## src/hdl/trmt_pkg.sv

```systemverilog
// ----------------------------------------------------------------------------
// trmt_pkg
// Types, widths and codes shared by the timed range match table.
// ----------------------------------------------------------------------------
package trmt_pkg;

  localparam int TABLE_DEPTH = 64;
  localparam int IDX_W       = $clog2(TABLE_DEPTH);
  localparam int CNT_W       = $clog2(TABLE_DEPTH + 1);
  localparam int NUM_W       = 32;
  localparam int TIME_W      = 31;
  localparam int LIM_W       = 33;

  typedef enum logic [1:0] {
    ACT_ADD    = 2'd0,
    ACT_LOOKUP = 2'd1,
    ACT_REMOVE = 2'd2,
    ACT_CLEAR  = 2'd3
  } act_e;

  typedef enum logic [1:0] {
    STS_OK      = 2'd0,
    STS_FULL    = 2'd1,
    STS_NOMATCH = 2'd2
  } status_e;

  typedef enum logic [1:0] {
    MODE_PLAIN = 2'd0,
    MODE_ABS   = 2'd1,
    MODE_AGE   = 2'd2
  } mode_e;

  typedef enum logic {
    REG_LIST_MODE  = 1'b0,
    REG_AGE_OFFSET = 1'b1
  } reg_e;

  typedef enum logic {
    ST_IDLE = 1'b0,
    ST_WALK = 1'b1
  } state_e;

  typedef struct packed {
    logic [NUM_W-1:0]  low;
    logic [NUM_W-1:0]  high;
    logic [TIME_W-1:0] expiry;
    logic              timed;
  } entry_t;

  typedef struct packed {
    logic             shift;
    logic             wr_en;
    logic [IDX_W-1:0] wr_pos;
  } ring_ctl_t;

endpackage

```

## src/hdl/trmt_cell.sv

```systemverilog
// ----------------------------------------------------------------------------
// trmt_cell
// One table slot of the ring: load a new entry, take the neighbor's entry
// on a shift, or hold.
// ----------------------------------------------------------------------------
module trmt_cell (
  input  logic            clk_i,
  input  logic            shift_i,
  input  logic            load_i,
  input  trmt_pkg::entry_t load_data_i,
  input  trmt_pkg::entry_t next_data_i,
  output trmt_pkg::entry_t data_o
);
  import trmt_pkg::*;

  entry_t data_q;
  entry_t data_d;

  always_comb begin
    data_d = data_q;
    if (load_i) begin
      data_d = load_data_i;
    end else if (shift_i) begin
      data_d = next_data_i;
    end
  end

  always_ff @(posedge clk_i) begin
    data_q <= data_d;
  end

  assign data_o = data_q;

endmodule

```

## config.mk

```make
export PLATFORM = sky130hd
export DESIGN_NAME = trmt_cell
export DESIGN_NICKNAME = d
export VERILOG_FILES = /design/src/hdl/trmt_pkg.sv /design/src/hdl/trmt_cell.sv
export SDC_FILE = /design/constraint.sdc
export NUM_CORES = 1
export LEC_CHECK = 0
export BUFFER_PORTS_ARGS = -buffer_cell sky130_fd_sc_hd__buf_2
export CAP_MARGIN = 20
export CORE_AREA = 2 2 112 114
export DETAILED_ROUTE_END_ITERATION = 8
export DIE_AREA = 0 0 114 116
export PLACE_DENSITY = 0.69
export SYNTH_ARGS = -nofsm -noshare
export SYNTH_HDL_FRONTEND = slang
export SYNTH_SLANG_ARGS = --single-unit
```

## constraint.sdc

```tcl
create_clock -name clk_i -period 9.6 [get_ports clk_i]
set_clock_uncertainty 0.1 [all_clocks]
set_input_delay 0.96 -clock clk_i [delete_from_list [all_inputs] [get_ports clk_i]]
set_output_delay 0.96 -clock clk_i [all_outputs]
set_load 0.02 [all_outputs]
```

======== After elaboration in Yosys (flattened, before gate mapping) ========
Cells that the tools add are included.
cells by class
  muxes and demuxes ....................... 2
  reduce and logical (&&, ||, !) cells .... 1
operator list
  operator           count
  $mux 96            2
  $reduce_bool 2->1  1
storage, ports and cells
  bits in registers ....................... 96
  output and inout bits ................... 96
  input port bits ......................... 195

======== Depth between registers and ports, before layout ========
  word-level depth ........................ 2
  depth in mapped cells ................... 4

======== Least setup slack after synthesis ========
Ideal clock, no wire load.
  path kind ............................... in2reg
  start ................................... input port load_i
  end ..................................... register data_q, in the netlist data_o[0] (enable)
  slack ................................... 5552 ps
  arrival time ............................ 3488 ps
  data required time ...................... 9039 ps
  stages .................................. 4
  path buffers ............................ 3
  library setup time ...................... 461 ps
  path through ............................ buf_6 -> buf_6 -> buf_6 -> or2_1
between the ends
  cells in the longest elaborated chain, start to end .. 1
RTL lines
  what                                RTL line         source
  start, declared                     trmt_cell.sv:9   input logic load_i,
  $reduce_bool 2->1 (no source line)  n/a
  end signal, assigned                trmt_cell.sv:29  data_q <= data_d;
  end, declared                       trmt_cell.sv:16  entry_t data_q;
Every way passes these cells.
A chain may end at the register's enable or synchronous reset.

======== Worst setup path in the final report ========
  start ................................... input port load_i
  end ..................................... register data_q, in the netlist data_o[55] (enable)
The elaborated chain is that of the path after synthesis.

==> key figures <==
Status
  – Status: finished, final reports clean

Timing
  – Post-layout min period: approximately 3 ns
  – Post-route clock period utilization: a little under a third
  – Peak Freq: between 0.3 and 0.4 GHz
  – Slew Limit Fails: 0
  – Rel. slew slack: 53.87%
  – Setup_tns: 0 ns
  – Setup violators final: 0
  – Slew @ Worst Pin: around 0.7 ns
  – RSZ-0062 raised after global routing: false
  – Final Hold Viols: 0

Clock tree
  – Cts repair resizes: 0
  – CTS Sinks: 96
  – Clk root buf: clkbuf_16
  – CTS tree: done
  – Max H-tree Level: 3
  – Hold buffer count at CTS: 0
  – Reg clk slew, reported paths: ~0.07 ns
  – Post-CTS setup buffers: 0
  – Inserted Clock Buffers: 9
  – Clock buffer depth: 2

Layout
  – Non-filler instance count after layout: 649
  – # nets final: between 600 and 700
  – Area Growth Syn to Fin: 45.24%
  – Fill count: ~1000
  – Max reg flops: between 90 and 100
  – Share of cells above drive strength 1: between 80% and 90%

Synth
  – Yosys synthesis warning count: 0
  – Leading area contributor after synthesis: edfxtp_1
  – Cell count after synthesis: approximately 200
  – Seq/Total Area, Yosys: approximately 70%
  – Synth unique cells: 6
  – Yosys reg bits: 96
  – Post-Syn Nets: about 400
  – Share of the synthesized area in the top cell type: 69.21%
  – Syn Area/Cell: around 20 um2
  – Synthesized area: about 4200 um2
  – Area contributors post-synth: edfxtp_1 (69%), mux2_2 (18%), mux2_4 (10%), buf_6 (1.4%), buf_2 (0.72%)

Worst setup path
  – CP endpoint kind: register
  – CP Max Fanout: between 40 and 50
  – Worst EP arrival: ~2.9 ns
  – Crit path max-delay cell type: or2_4
  – Critical Path Most Common Cell: buf_4
  – Worst path max stage delay: roughly 0.66 ns
  – Worst setup SP type: input port
  – WP data required: between 9 and 10 ns
  – Kind of critical path: input port to register
  – Crit-path cells: buf_4, or2_4, buf_4
  – Crit path to: data_o[55]
  – Worst Setup SP: load_i

Job
  – Max-cap check violation count: 0

Routing
  – Pre-antenna DRT Iters: 4
  – Avg WL per Cell: approximately 16 um
  – Vias: between 2000 and 3000
  – Vias per cell: approximately 4.5
  – Iter 0 DRT Violations: around 130
  – Final WL: around 10000 um
  – Drt drc: 0
  – ANT nets after route: 0

Power and ir drop
  – Worst vdd ir: ~0.00011 V
  – Static Leak: around 0.0028 uW
  – Total Power: around 1100 uW
  – P per Cell Area: approximately 180 nW/um2

Global routing
  – Vias in the first global route: a little under 3000
  – First-pass GRT wire length: roughly 15000 um
  – Total grt overflow: 0
  – Initial antenna violation count: 1
  – GRT Total Usage: around 15%
  – Largest net degree at the start of global routing: between 50 and 60

Placed design
  – Detailed placer's ending HPWL: 8060 um
  – RePlAce Congestion: around 0.76
  – Placed cells: 632
  – PortBufs: 290

Min path
  – Hold Crit Depth: 2
  – Type of the tightest min-delay check: input port to register

Floorplanning
  – Chip height: 116 um
  – Placeable Area: around 12000 um2
  – Ports: ~290
  – Starting Density: between 30% and 40%
  – Row count: 40
  – Die outline width: ~110 um
  – Die area: 13220 um2
==> power breakdown <==
| group | switching, uW | internal (uW) | total [uW] | leakage, uW |
|---|---|---|---|---|
| registers | 11.5 | 515 | 526 | 0.000978 |
| logic | 112 | 91.8 | 204 | 0.00166 |
| clock network | 146 | 227 | 373 | 0.000146 |
==> cell type report <==
type	instances	area, um2	area share, %
tap	147	183.9	3.040
sequential	96	2883	47.65
multi-input combinational	97	1199	19.81
clock buffer	10	229.0	3.785
antenna	1	2.502	0.04137
clock inverter	6	83.83	1.386
timing repair buffer	292	1469	24.28
==> worst min path at each step <==
stage,endpoint,slack [ns],start
floorplan,data_o[64],1.08,load_data_i[64]
global placement,data_o[76],1.16,load_data_i[76]
detailed placement,data_o[74],1.16,next_data_i[74]
CTS,data_o[20],0.81,next_data_i[20]
global route,data_o[50],0.81,load_data_i[50]
finish,data_o[44],0.82,load_data_i[44]
==> worst max-delay path, delay by kind of cell <==
kind	cells	cell delay, ns
simple gates	1	0.66
buf+inv	2	1.14
==> metrics by stage <==
stage | hold WS (ns) | setup WS, ns | util, % | instance area [um2]
6_report | 0.8239 | 6.598 | 50.79 | 6050
5_1_grt | 0.8072 | 6.479 | 50.77 | 6047
4_1_cts | 0.8052 | 6.571 | 50.77 | 6047
3_5_place_dp | 1.163 | 6.218 | 48.14 | 5734
3_3_place_gp | 1.161 | 6.285 | 48.14 | 5734
2_1_floorplan | 1.077 | 5.552 | - | 4165
==> cells in the final DEF, fill, tap and decap left out, drive strengths merged <==
cell type,instances
mux2,96
clkinv,2
or2,1
bufinv,2
diode,1
edfxtp,96
buf,292
clkinvlp,2
clkbuf,10
==> layer usage <==
layer  wire [um]  vias to the layer above  part of all wire, %  track usage [%]
li1            -                     1387                    -                -
met1        3458                     1321                   34            13.82
met2        5513                      174                   54            28.49
met3        1165                       10                   11            6.538
met4         141                        0                  1.4            5.122
met5           0                        -                    0                0
==> synthesized netlist by cell type <==
| library cell | number |
|---|---|
| buf_6 | 5 |
| mux2_4 | 29 |
| or2_1 | 1 |
| edfxtp_1 | 96 |
| buf_2 | 6 |
| mux2_2 | 67 |
==> cell families after synthesis <==
kind of cell	count (synthesis)	share of synthesized area (%)
muxes	96	28.57
and+or+nand+nor	1	0.1503
buffers and inverters	11	2.073
DFF	96	69.21
(Power assumes the default switching activity.)
