## src/hdl/trmt_pkg.sv

```systemverilog
// ----------------------------------------------------------------------------
// trmt_pkg
// Types, widths and codes shared by the timed range match table.
// ----------------------------------------------------------------------------
package trmt_pkg;

  localparam int TABLE_DEPTH = 64;
  localparam int IDX_W       = $clog2(TABLE_DEPTH);
  localparam int CNT_W       = $clog2(TABLE_DEPTH + 1);
  localparam int NUM_W       = 32;
  localparam int TIME_W      = 31;
  localparam int LIM_W       = 33;

  typedef enum logic [1:0] {
    ACT_ADD    = 2'd0,
    ACT_LOOKUP = 2'd1,
    ACT_REMOVE = 2'd2,
    ACT_CLEAR  = 2'd3
  } act_e;

  typedef enum logic [1:0] {
    STS_OK      = 2'd0,
    STS_FULL    = 2'd1,
    STS_NOMATCH = 2'd2
  } status_e;

  typedef enum logic [1:0] {
    MODE_PLAIN = 2'd0,
    MODE_ABS   = 2'd1,
    MODE_AGE   = 2'd2
  } mode_e;

  typedef enum logic {
    REG_LIST_MODE  = 1'b0,
    REG_AGE_OFFSET = 1'b1
  } reg_e;

  typedef enum logic {
    ST_IDLE = 1'b0,
    ST_WALK = 1'b1
  } state_e;

  typedef struct packed {
    logic [NUM_W-1:0]  low;
    logic [NUM_W-1:0]  high;
    logic [TIME_W-1:0] expiry;
    logic              timed;
  } entry_t;

  typedef struct packed {
    logic             shift;
    logic             wr_en;
    logic [IDX_W-1:0] wr_pos;
  } ring_ctl_t;

endpackage

```

## src/hdl/trmt_ctrl.sv

```systemverilog
// ----------------------------------------------------------------------------
// trmt_ctrl
// Sequencer of the table: append and clear, and the walk that evaluates the
// head cell, drops expired or removed entries and requeues the kept ones.
// ----------------------------------------------------------------------------
module trmt_ctrl (
  input  logic                         clk_i,
  input  logic                         rst_ni,
  input  logic                         start_i,
  input  logic [1:0]                   action_i,
  input  logic [trmt_pkg::NUM_W-1:0]   range_low_i,
  input  logic [trmt_pkg::NUM_W-1:0]   range_high_i,
  input  logic                         has_expiry_i,
  input  logic [trmt_pkg::TIME_W-1:0]  expiry_time_i,
  input  logic [trmt_pkg::NUM_W-1:0]   query_number_i,
  input  logic [trmt_pkg::TIME_W-1:0]  now_time_i,
  input  logic                         cfg_we_i,
  input  logic                         cfg_idx_i,
  input  logic [31:0]                  cfg_wdata_i,
  input  trmt_pkg::entry_t             head_i,
  output trmt_pkg::ring_ctl_t          ring_o,
  output trmt_pkg::entry_t             wr_data_o,
  output logic                         busy_o,
  output logic                         done_o,
  output logic                         hit_o,
  output logic [1:0]                   status_o,
  output logic [trmt_pkg::CNT_W-1:0]   entry_count_o,
  output logic [trmt_pkg::CNT_W-1:0]   expired_count_o
);
  import trmt_pkg::*;

  state_e             state_q, state_d;
  logic [1:0]         mode_q;
  logic [31:0]        offset_q;
  logic [CNT_W-1:0]   count_q, count_d;
  logic [CNT_W-1:0]   rem_q, rem_d;
  logic [CNT_W-1:0]   kept_q, kept_d;
  logic [CNT_W-1:0]   exp_q, exp_d;
  logic               found_q, found_d;
  logic               remove_q, remove_d;
  logic               timed_q, timed_d;
  logic [NUM_W-1:0]   num_q, num_d;
  logic signed [LIM_W-1:0] limit_q, limit_d;

  logic               done_q, done_d;
  logic               hit_q, hit_d;
  logic [1:0]         status_q, status_d;
  logic [CNT_W-1:0]   cnt_out_q, cnt_out_d;
  logic [CNT_W-1:0]   exp_out_q, exp_out_d;

  logic               accept;
  logic               holds;
  logic               expd;
  logic               drop;
  logic               found_now;
  logic [CNT_W-1:0]   tail_pos;
  logic               last;
  logic               table_full;

  assign accept     = start_i && (state_q == ST_IDLE);
  assign holds      = (head_i.low <= num_q) && (head_i.high >= num_q);
  assign expd       = timed_q && head_i.timed &&
                      ($signed({2'b00, head_i.expiry}) < limit_q);
  assign found_now  = !found_q && holds && (remove_q || !expd);
  assign drop       = !found_q && (remove_q ? holds : expd);
  assign tail_pos   = rem_q + kept_q - CNT_W'(1);
  assign last       = (rem_q == CNT_W'(1));
  assign table_full = (count_q >= CNT_W'(TABLE_DEPTH));

  always_comb begin
    state_d = state_q;
    case (state_q)
      ST_IDLE: begin
        if (accept && (action_i == ACT_LOOKUP || action_i == ACT_REMOVE) &&
            count_q != '0) begin
          state_d = ST_WALK;
        end
      end
      ST_WALK: begin
        if (last) begin
          state_d = ST_IDLE;
        end
      end
      default: state_d = ST_IDLE;
    endcase
  end

  always_comb begin
    count_d   = count_q;
    rem_d     = rem_q;
    kept_d    = kept_q;
    exp_d     = exp_q;
    found_d   = found_q;
    remove_d  = remove_q;
    timed_d   = timed_q;
    num_d     = num_q;
    limit_d   = limit_q;
    done_d    = 1'b0;
    hit_d     = hit_q;
    status_d  = status_q;
    cnt_out_d = cnt_out_q;
    exp_out_d = exp_out_q;
    ring_o    = '0;
    wr_data_o = head_i;

    case (state_q)
      ST_IDLE: begin
        if (accept) begin
          num_d    = query_number_i;
          remove_d = (action_i == ACT_REMOVE);
          timed_d  = (action_i == ACT_LOOKUP) &&
                     (mode_q == MODE_ABS || mode_q == MODE_AGE);
          limit_d  = (mode_q == MODE_AGE) ?
                     $signed({2'b00, now_time_i}) + $signed({offset_q[31], offset_q}) :
                     $signed({2'b00, now_time_i});
          rem_d    = count_q;
          kept_d   = '0;
          exp_d    = '0;
          found_d  = 1'b0;
          hit_d    = 1'b0;
          status_d = STS_OK;
          exp_out_d = '0;
          case (action_i)
            ACT_ADD: begin
              done_d = 1'b1;
              if (table_full) begin
                status_d = STS_FULL;
              end else begin
                ring_o.wr_en  = 1'b1;
                ring_o.wr_pos = count_q[IDX_W-1:0];
                wr_data_o.low    = range_low_i;
                wr_data_o.high   = range_high_i;
                wr_data_o.expiry = expiry_time_i;
                wr_data_o.timed  = has_expiry_i;
                count_d = count_q + CNT_W'(1);
              end
              cnt_out_d = count_d;
            end
            ACT_CLEAR: begin
              done_d    = 1'b1;
              count_d   = '0;
              cnt_out_d = '0;
            end
            default: begin
              if (count_q == '0) begin
                done_d    = 1'b1;
                status_d  = STS_NOMATCH;
                cnt_out_d = '0;
              end
            end
          endcase
        end
      end
      ST_WALK: begin
        ring_o.shift  = 1'b1;
        ring_o.wr_en  = !drop;
        ring_o.wr_pos = tail_pos[IDX_W-1:0];
        rem_d   = rem_q - CNT_W'(1);
        kept_d  = drop ? kept_q : kept_q + CNT_W'(1);
        exp_d   = (drop && !remove_q) ? exp_q + CNT_W'(1) : exp_q;
        found_d = found_q || found_now;
        if (last) begin
          done_d    = 1'b1;
          count_d   = kept_d;
          hit_d     = found_d;
          status_d  = found_d ? STS_OK : STS_NOMATCH;
          cnt_out_d = kept_d;
          exp_out_d = exp_d;
        end
      end
      default: ;
    endcase
  end

  always_ff @(posedge clk_i or negedge rst_ni) begin
    if (!rst_ni) begin
      state_q  <= ST_IDLE;
      count_q  <= '0;
      mode_q   <= MODE_PLAIN;
      offset_q <= '0;
      done_q   <= 1'b0;
      rem_q    <= '0;
      kept_q   <= '0;
      found_q  <= 1'b0;
    end else begin
      state_q <= state_d;
      count_q <= count_d;
      done_q  <= done_d;
      rem_q   <= rem_d;
      kept_q  <= kept_d;
      found_q <= found_d;
      if (cfg_we_i) begin
        case (cfg_idx_i)
          REG_LIST_MODE:  mode_q   <= cfg_wdata_i[1:0];
          REG_AGE_OFFSET: offset_q <= cfg_wdata_i;
          default: ;
        endcase
      end
    end
  end

  always_ff @(posedge clk_i) begin
    exp_q     <= exp_d;
    remove_q  <= remove_d;
    timed_q   <= timed_d;
    num_q     <= num_d;
    limit_q   <= limit_d;
    hit_q     <= hit_d;
    status_q  <= status_d;
    cnt_out_q <= cnt_out_d;
    exp_out_q <= exp_out_d;
  end

  assign busy_o          = (state_q == ST_WALK);
  assign done_o          = done_q;
  assign hit_o           = hit_q;
  assign status_o        = status_q;
  assign entry_count_o   = cnt_out_q;
  assign expired_count_o = exp_out_q;

endmodule

```

## config.mk

```make
export PLATFORM = sky130hd
export DESIGN_NAME = trmt_ctrl
export DESIGN_NICKNAME = d
export VERILOG_FILES = /design/src/hdl/trmt_pkg.sv /design/src/hdl/trmt_ctrl.sv
export SDC_FILE = /design/constraint.sdc
export NUM_CORES = 1
export LEC_CHECK = 0
export ABC_AREA = 0
export BUFFER_PORTS_ARGS = -buffer_cell sky130_fd_sc_hd__buf_2
export CORE_MARGIN = 5
export CORE_UTILIZATION = 50
export DETAILED_ROUTE_END_ITERATION = 12
export PLACE_DENSITY = 0.83
export REMOVE_ABC_BUFFERS = 1
export SLEW_MARGIN = 10
export SYNTH_ARGS = -nofsm -noshare
export SYNTH_HDL_FRONTEND = slang
export SYNTH_SLANG_ARGS = --single-unit
```

## constraint.sdc

```tcl
create_clock -name clk_i -period 3 [get_ports clk_i]
set_input_delay 0.3 -clock clk_i [delete_from_list [all_inputs] [get_ports clk_i]]
set_output_delay 0.3 -clock clk_i [all_outputs]
set_load 0.03 [all_outputs]
```

# Word level (Yosys, flattened, before mapping)
# Index checks and enable logic that the tools add are counted.
[totals] output_inout_bits=123 in_bits=294 wordCells=118 reg_bits=149
[classes] n_eq_ne=10 bitwise=2 order_cmp=4 mux=48 reduce_logical=29 addsub=7
[op_table] operator="96-bit 2-to-1 mux" count=4
[op_table] operator="7-bit case mux with 2 select lines" count=9
[op_table] operator="7-bit 2-to-1 mux" count=13
[op_table] operator="32-bit by 32-bit adder with 33-bit output" count=1
[op_table] operator="32-bit by 33-bit less-than comparator with 1-bit output" count=1
[op_table] operator="32-bit >= comparator" count=1
[op_table] operator="32-bit <= comparator" count=1
[op_table] operator="31-bit 2-to-1 mux" count=1
[op_table] operator="7-bit by 1-bit adder with 7-bit output, second input constant" count=3
[op_table] operator="1-bit logical AND" count=11
[op_table] operator="1-bit 2-to-1 mux" count=11
[op_table] operator="2-bit 2-to-1 mux" count=4
[op_table] operator="1-bit case mux with 2 select lines" count=4
[op_table] operator="2-bit case mux with 2 select lines" count=2
[op_table] operator="2-bit AND reduction" count=4
[op_table] operator="7-bit by 1-bit equality test with 1-bit output, second input constant" count=1
[op_table] operator="7-bit >= comparator, second input constant" count=1
[op_table] operator="7-bit zero test" count=1
[op_table] operator="7-bit nonzero test" count=1
[op_table] operator="7-bit by 1-bit subtractor with 7-bit output, second input constant" count=1
[op_table] operator="6-bit adder" count=1
[op_table] operator="2-bit equality test, second input constant" count=3
[op_table] operator="3-bit AND reduction" count=2
[op_table] operator="6-bit by 1-bit subtractor with 6-bit output, second input constant" count=1
[op_table] operator="other kinds (10)" count=18

# Depth between registers and ports, before layout
# Gate-level depths: netlist (run 1).
[logic_depth] ltp_word=9 ltp_mapped=12 depth_no_buf=12

# Least setup slack after synthesis (run 1)
# OpenSTA, ideal clock, no wires.
[synth_path] path_type="register to output" startpoint="register state_q, in the netlist busy_o" endpoint="output port wr_data_o[32] (netlist name)" setup_slack_ps=250 n_path_buf=3 stages_incl_launch_ff=8 t_arrival_ps=2450 required_ps=2700 path_cell_list="dfrtp_1 > clkbuf_1 > clkinv_1 > nand2_1 > nor2_1 > clkbuf_1 > clkbuf_1 > o21ai_0"
[synth_lines] item="from (decl)" line="trmt_ctrl.sv:32" source="state_e state_q, state_d;"
[synth_lines] item="from (signal assigned)" line="trmt_ctrl.sv:186" source="state_q <= state_d;"
[synth_lines] item="to (decl)" line="trmt_ctrl.sv:22" source="output trmt_pkg::entry_t wr_data_o,"

# Worst setup path after layout (run 1)
[layout_path] startpoint="register num_q[28]" endpoint="register cnt_out_q[2], in the netlist entry_count_o[2], data pin"
[layout_via] elab_chain_len=7 word_cells_on_any_way=8 classes_between="2 x order compare; 4 x mux; 2 x reduce/logical"
[layout_rtl] item="from (decl)" line="trmt_ctrl.sv:42" source="logic [NUM_W-1:0] num_q, num_d;"
[layout_rtl] item="from (signal assigned)" line="trmt_ctrl.sv:206" source="num_q <= num_d;"
[layout_rtl] item="32-bit <= comparator / 32-bit >= comparator (equally long branches)" line="trmt_ctrl.sv:61" source="assign holds = (head_i.low <= num_q) && (head_i.high >= num_q);"
[layout_rtl] item="1-bit logical AND *" line="trmt_ctrl.sv:61"
[layout_rtl] item="1-bit 2-to-1 mux *" line="trmt_ctrl.sv:65" source="assign drop = !found_q && (remove_q ? holds : expd);"
[layout_rtl] item="1-bit logical AND *" line="trmt_ctrl.sv:65"
[layout_rtl] item="7-bit 2-to-1 mux *" line="trmt_ctrl.sv:159" source="kept_d = drop ? kept_q : kept_q + CNT_W'(1);"
[layout_rtl] item="7-bit 2-to-1 mux *" line="trmt_ctrl.sv:162" source="if (last) begin"
[layout_rtl] item="7-bit case mux with 2 select lines *" line="trmt_ctrl.sv:106" source="case (state_q)"
[layout_rtl] item="named net cnt_out_d[2]" line="trmt_ctrl.sv:48" source="logic [CNT_W-1:0] cnt_out_q, cnt_out_d;"
[layout_rtl] item="to (signal assigned)" line="trmt_ctrl.sv:210" source="cnt_out_q <= cnt_out_d;"
[layout_rtl] item="to (decl)" line="trmt_ctrl.sv:48"
# The timed path passes the listed nets; every way through them passes the cells marked *. The select of a mux whose other input is x is not followed.
# A chain may end at the register's enable or synchronous reset.

==> results of run 1 <==
sequential cells by signal (all words and copies together) (netlist names), 2 cells and up:
register,flops
count_q,7
entry_count_o,7
exp_q,7
expired_count_o,7
kept_q,7
limit_q,33
mode_q,2
num_q,32
offset_q,32
rem_q,7
status_o,2
power breakdown:
group	total (W)	internal, W	switching (W)
Clock	0.00221	0.00133	0.000881
Sequential	0.00296	0.00264	0.000324
Combinational	0.00445	0.00185	0.00260
per-layer routing:
layer	track usage [%]	part of all wire (%)	vias to the layer above
met1	34.31	40	4932
li1	-	-	4927
met2	48.58	50	454
met5	0	0.17	-
met3	5.359	7.0	97
met4	9.616	3.0	8
repair_timing:
| item | in CTS | in global routing |
|---|---|---|
| hold buffers | 1 | 0 |
| gates resized for setup | 31 | 38 |
| setup endpoints to repair | 11 | 33 |
| endpoints found under the hold margin | 10 | 0 |
| gates cloned | 0 | 1 |
| pin swaps | 16 | 18 |
| buffers inserted | 4 | 3 |
critical path: stages, from the launching register on:
cell      delay (ps)
edfxtp_1         320
inv_1             70
ha_1             290
nand4_1          120
or2_1            280
buf_4            160
a211oi_2         240
nor4_2            90
a21oi_2          220
o32ai_4          130
buf_12           150
buf_4            170
or2b_1           270
xnor2_2          200
o22ai_1           90
final cells by class:
type	instances	area (um^2)	share of cell area (%)
Multi-Input combinational cell	806	7057	46.69
Sequential cell	149	4185	27.69
Timing Repair Buffer	467	2522	16.69
Clock buffer	20	446.7	2.956
Inverter	104	390.4	2.583
Tap cell	285	356.6	2.359
Clock inverter	12	152.6	1.010
Antenna cell	1	2.502	0.01656
placed cells by master, fill, tap and decap left out, types with 24 or more instances in the layout:
cell type	synthesis	routed
a21o_1	24	24
xnor2_1	29	27
ha_1	146	133
edfxtp_1	91	91
buf_2	0	414
inv_1	103	92
mux2_2	153	153
buf_4	1	47
a21oi_1	85	77
nand2_1	61	61
o21ai_0	42	39
nor2_1	53	52
dfrtp_1	58	57
metrics by stage:
step / std cells / TNS (ps)
finish: 1844 / -263.3
global route: 1844 / -1899
CTS: 1839 / -64.64
detailed placement: 1802 / -716.7
global placement: 1802 / -367.1
floorplan: 1059 / -424820
worst max path at each step:
stage / endpoint / slack [ps]
detailed placement: entry_count_o[1] / -120
CTS: ring_o[6] / -60
finish: entry_count_o[2] / -80
global route: entry_count_o[2] / -180
global placement: entry_count_o[1] / -80
floorplan: wr_data_o[32] / -4540
logic make-up after synthesis:
logic type,after synthesis,share of synthesized area (%)
muxes,157,15.46
and+or+nand+nor,223,9.921
AOI/OAI and AO/OA,228,13.16
xor gates and xnor gates,50,3.841
adders and majority gates,148,16.37
buffers and inverters,137,4.543
DFF,149,36.70
==> flow_summary.yaml, run 1 <==
drt:
  drt-total-wl_um: 38420
  routed_via_density: 5.650
  antenna_left: 0
  vias: 10420
  drtIter0Drc: 645
  wire_per_inst_um: 20.83
  drc: 0
  dr.pass1.iters: 6
status:
  violations: "setup timing"
  run_status: "complete, but fails checks"
finish:
  n_fill_cell: 1832
  drive_gt1_share_pct: 46.34
  final_cell_area_um2: 15110
  area_growth_pct: 32.56
  fin_nets: 1987
  final_util_pct: 66.96
critical_path:
  worst-path-max-fanout: 8
  rr_worst_depth: 14
  critPathLaunchType: "flop"
  startpoint: "num_q[28]"
  r2r_start: "num_q[28]"
  cp.arrival_ps: 3240
  crit_type: "flop to flop"
  critPathCaptureType: "flop"
  r2r_slack_ps: -80
  r2r_end: "entry_count_o[2]"
  cp.required_ps: 3160
floorplan:
  die_area_um2: 25920
  row_count: 55
  core-area_um2: 22570
  fp.dieH_um: 161
  initial_utilization_pct: 50.51
  io_pins: 417
  fp.dieW_um: 161
min_path:
  hold_end: "num_q[7]"
  hp-start: "query_number_i[7]"
  min_path_cells: 1
  min_path_type: "input port to flop"
sta:
  setup_violations: 6
  whs_ps: 44.83
  rsz0062_at_grt: "true"
  min_period_ps: 3083
  tightest_slew_ps: 634.0
  finalWorstSetupSlack_ps: -83.18
  clock_skew_ps: 9.240
  fin_crit_sh_pct: 102.8
  slew_violations: 0
  hold_viol: 0
  slew_headroom_pct: 57.58
  max_freq_mhz: 324.3
grt:
  antenna_found_initial: 5
  grt_pass1_wl_um: 56700
  grt_max_degree: 98
  grt.total_usage_pct: 27.72
  grt_pass1_vias: 10620
  grt-ovfl-total: 0
logic_synthesis:
  yosysTopAreaCell: "edfxtp_1"
  synth_area_um2: 11400
  yosysTopAreaCellShare_pct: 23.97
  postSynthAreaPerCell_um2: 10.44
  ys_seq_area_share_pct: 36.70
  synthArstFlopShare_pct: 38.93
  ys_warn_count: 0
  ys_ff_latch: 149
  synthesis.instances: 1092
  synth.area.top_cells: "edfxtp_1 24%, ha_1 16%, mux2_2 15%"
  ys_top_cells_by_count: "153 x mux2_2, 146 x ha_1, 103 x inv_1, 91 x edfxtp_1, 85 x a21oi_1"
  synth_most_common_cell: "mux2_2"
  synthDistinctLibCells: 70
  synth_ff_type: "edfxtp_1"
  synth-edff-count: 91
cts:
  clockBufferDepth: 2
  clkSlewWorstSetupHoldPaths_ps: 70
  cts_root_buf: "clkbuf_16"
  htreeDepth: 4
  worstSkewPairLatency_ps: 430
  clock_sinks: 149
  cts_tree: "yes"
  numCtsBuffers: 17
place:
  pre_cts_ws_ps: -122.0
  gp_congestion: 0.9263
  dp_hpwl_um: 30280
  io_buffers: 416
  place_area_um2: 14070
pwr:
  leakage_nw: 7.145
  powerDensity_nw_per_um2: 636.7
  ir_drop_mv: 0.6822
  power.total_w: 0.009622
job:
  max-cap-violations: 0
(Power assumes the default switching activity.)
==> run 2, diff against run 1 <==
--- a/config.mk
+++ b/config.mk
@@ -11,8 +11,9 @@
 export CORE_UTILIZATION = 50
 export DETAILED_ROUTE_END_ITERATION = 12
 export PLACE_DENSITY = 0.83
+export RECOVER_POWER = 100
 export REMOVE_ABC_BUFFERS = 1
-export SLEW_MARGIN = 10
+export SLEW_MARGIN = 20
 export SYNTH_ARGS = -nofsm -noshare
 export SYNTH_HDL_FRONTEND = slang
 export SYNTH_SLANG_ARGS = --single-unit
==> flow_summary.yaml, run 2 (synthesis results as in run 1) <==
status:
  run_status: "complete, but fails checks"
  violations: "capacitance limit, slew limit, setup timing"
floorplan:
  initial_utilization_pct: 50.51
  die_area_um2: 25920
  fp.dieH_um: 161
  fp.dieW_um: 161
  core-area_um2: 22570
  row_count: 55
  io_pins: 417
grt:
  grt.total_usage_pct: 27.72
  grt_pass1_vias: 10620
  grt-ovfl-total: 0
  grt_max_degree: 98
  antenna_found_initial: 5
  grt_pass1_wl_um: 56700
sta:
  min_period_ps: 3076
  whs_ps: 45.11
  slew_headroom_pct: -28.34
  fin_crit_sh_pct: 102.5
  rsz0062_at_grt: "true"
  hold_viol: 0
  slew_violations: 33
  tightest_slew_ps: 1925
  max_freq_mhz: 325.1
  clock_skew_ps: 8.679
  setup_violations: 6
  finalWorstSetupSlack_ps: -75.95
pwr:
  leakage_nw: 7.122
  powerDensity_nw_per_um2: 637.2
  ir_drop_mv: 0.6801
finish:
  final_util_pct: 66.89
  layout_common_cells: "408 x buf_2, 153 x mux2_2, 133 x ha_1"
  largest_reg_flops: 33
  area_growth_pct: 32.43
  n_fill_cell: 1834
  top_register: "limit_q"
  drive_gt1_share_pct: 45.83
  layout_commonest_cell: "buf_2"
  fin_nets: 1987
  final_cell_area_um2: 15100
  reg_top3: "limit_q (33), num_q (32), offset_q (32)"
place:
  place_area_um2: 14070
  pre_cts_ws_ps: -122.0
  dp_hpwl_um: 30280
  io_buffers: 416
  gp_congestion: 0.9263
cts:
  htreeDepth: 4
  clkSlewWorstSetupHoldPaths_ps: 70
  numCtsBuffers: 17
  worstSkewPairLatency_ps: 420
  clockBufferDepth: 2
  cts_tree: "yes"
  clock_sinks: 149
  cts_root_buf: "clkbuf_16"
critical_path:
  critPathLaunchType: "flop"
  cp.arrival_ps: 3230
  worst-path-max-fanout: 8
  r2r_slack_ps: -80
  rr_worst_depth: 14
  crit_type: "flop to flop"
  r2r_end: "entry_count_o[2]"
  cp.required_ps: 3160
  critPathCaptureType: "flop"
  r2r_start: "num_q[28]"
min_path:
  min_path_type: "input port to flop"
  hp-start: "query_number_i[7]"
  hold_end: "num_q[7]"
  min_path_cells: 1
drt:
  drt-total-wl_um: 38380
  drc: 0
  antenna_left: 0
  dr.pass1.iters: 5
  wire_per_inst_um: 20.81
  routed_via_density: 5.658
  vias: 10430
  drtIter0Drc: 662
job:
  max-cap-violations: 1
-- run 2: cell types whose count changed in the layout (fill, tap and decap cells not counted), sizes merged --
cell | before | now
clkbuf | 21 | 29
buf | 465 | 457
-- run 2: power breakdown --
part | switching [W] | internal (W) | total [W]
registers | 0.000323 | 0.00264 | 0.00296
clock network | 0.000881 | 0.00133 | 0.00221
logic | 0.00260 | 0.00185 | 0.00445
total | 0.00381 | 0.00581 | 0.00962
-- run 2: area by class of cell --
cell class | count | area (um^2) | share of cell area (%)
Inverter | 104 | 390.4 | 2.586
Multi-Input combinational cell | 806 | 7057 | 46.74
Antenna cell | 1 | 2.502 | 0.01657
Tap cell | 285 | 356.6 | 2.362
Timing Repair Buffer | 467 | 2507 | 16.61
Clock inverter | 12 | 152.6 | 1.011
Clock buffer | 20 | 446.7 | 2.958
Sequential cell | 149 | 4185 | 27.72
-- run 2: worst max path at each step --
stage | startpoint | end | slack (ps) | depth (start not counted)
2_1_floorplan | busy_o | wr_data_o[32] | -4540 | 4
3_3_place_gp | head_i[53] | entry_count_o[1] | -80 | 12
3_5_place_dp | head_i[55] | entry_count_o[1] | -120 | 12
4_1_cts | limit_q[8] | ring_o[6] | -60 | 11
5_1_grt | num_q[26] | entry_count_o[2] | -180 | 14
6_report | num_q[28] | entry_count_o[2] | -80 | 14
-- run 2: through the flow --
stage | cells | setup TNS [ps] | total power [W]
6_report | 1844 | -224.5 | 0.009620
3_3_place_gp | 1802 | -367.1 | 0.007099
2_1_floorplan | 1059 | -424820 | 0.005839
3_5_place_dp | 1802 | -716.7 | 0.007214
5_1_grt | 1844 | -1899 | 0.01019
4_1_cts | 1839 | -64.64 | 0.009512
-- run 2: worst max-delay path, cell delays in order, from the launching register on --
cell and delay [ps]:
edfxtp_1 320, inv_1 70, ha_1 290, nand4_1 120
or2_1 290, buf_4 160, a211oi_2 240, nor4_2 90
a21oi_2 220, o32ai_4 130, buf_12 150, buf_4 170
or2b_1 270, xnor2_2 200, o22ai_1 90
-- run 2: repair_timing --
action                                  4_1_cts  5_1_grt
hold buffers                                  1        0
cloned                                        0        1
endpoints found under the hold margin        10        0
pin swaps                                    16       18
buffers inserted                              4        3
resized for setup                            31       38
endpoints found under the setup margin       11       33
-- run 2: per-layer routing --
metal / share of wire, % / wire length, um / global-route usage (%)
met5: 0.17 / 66 / 0
met4: 2.8 / 1056 / 9.616
met3: 7.4 / 2821 / 5.359
met2: 50 / 19170 / 48.58
met1: 40 / 15260 / 34.31
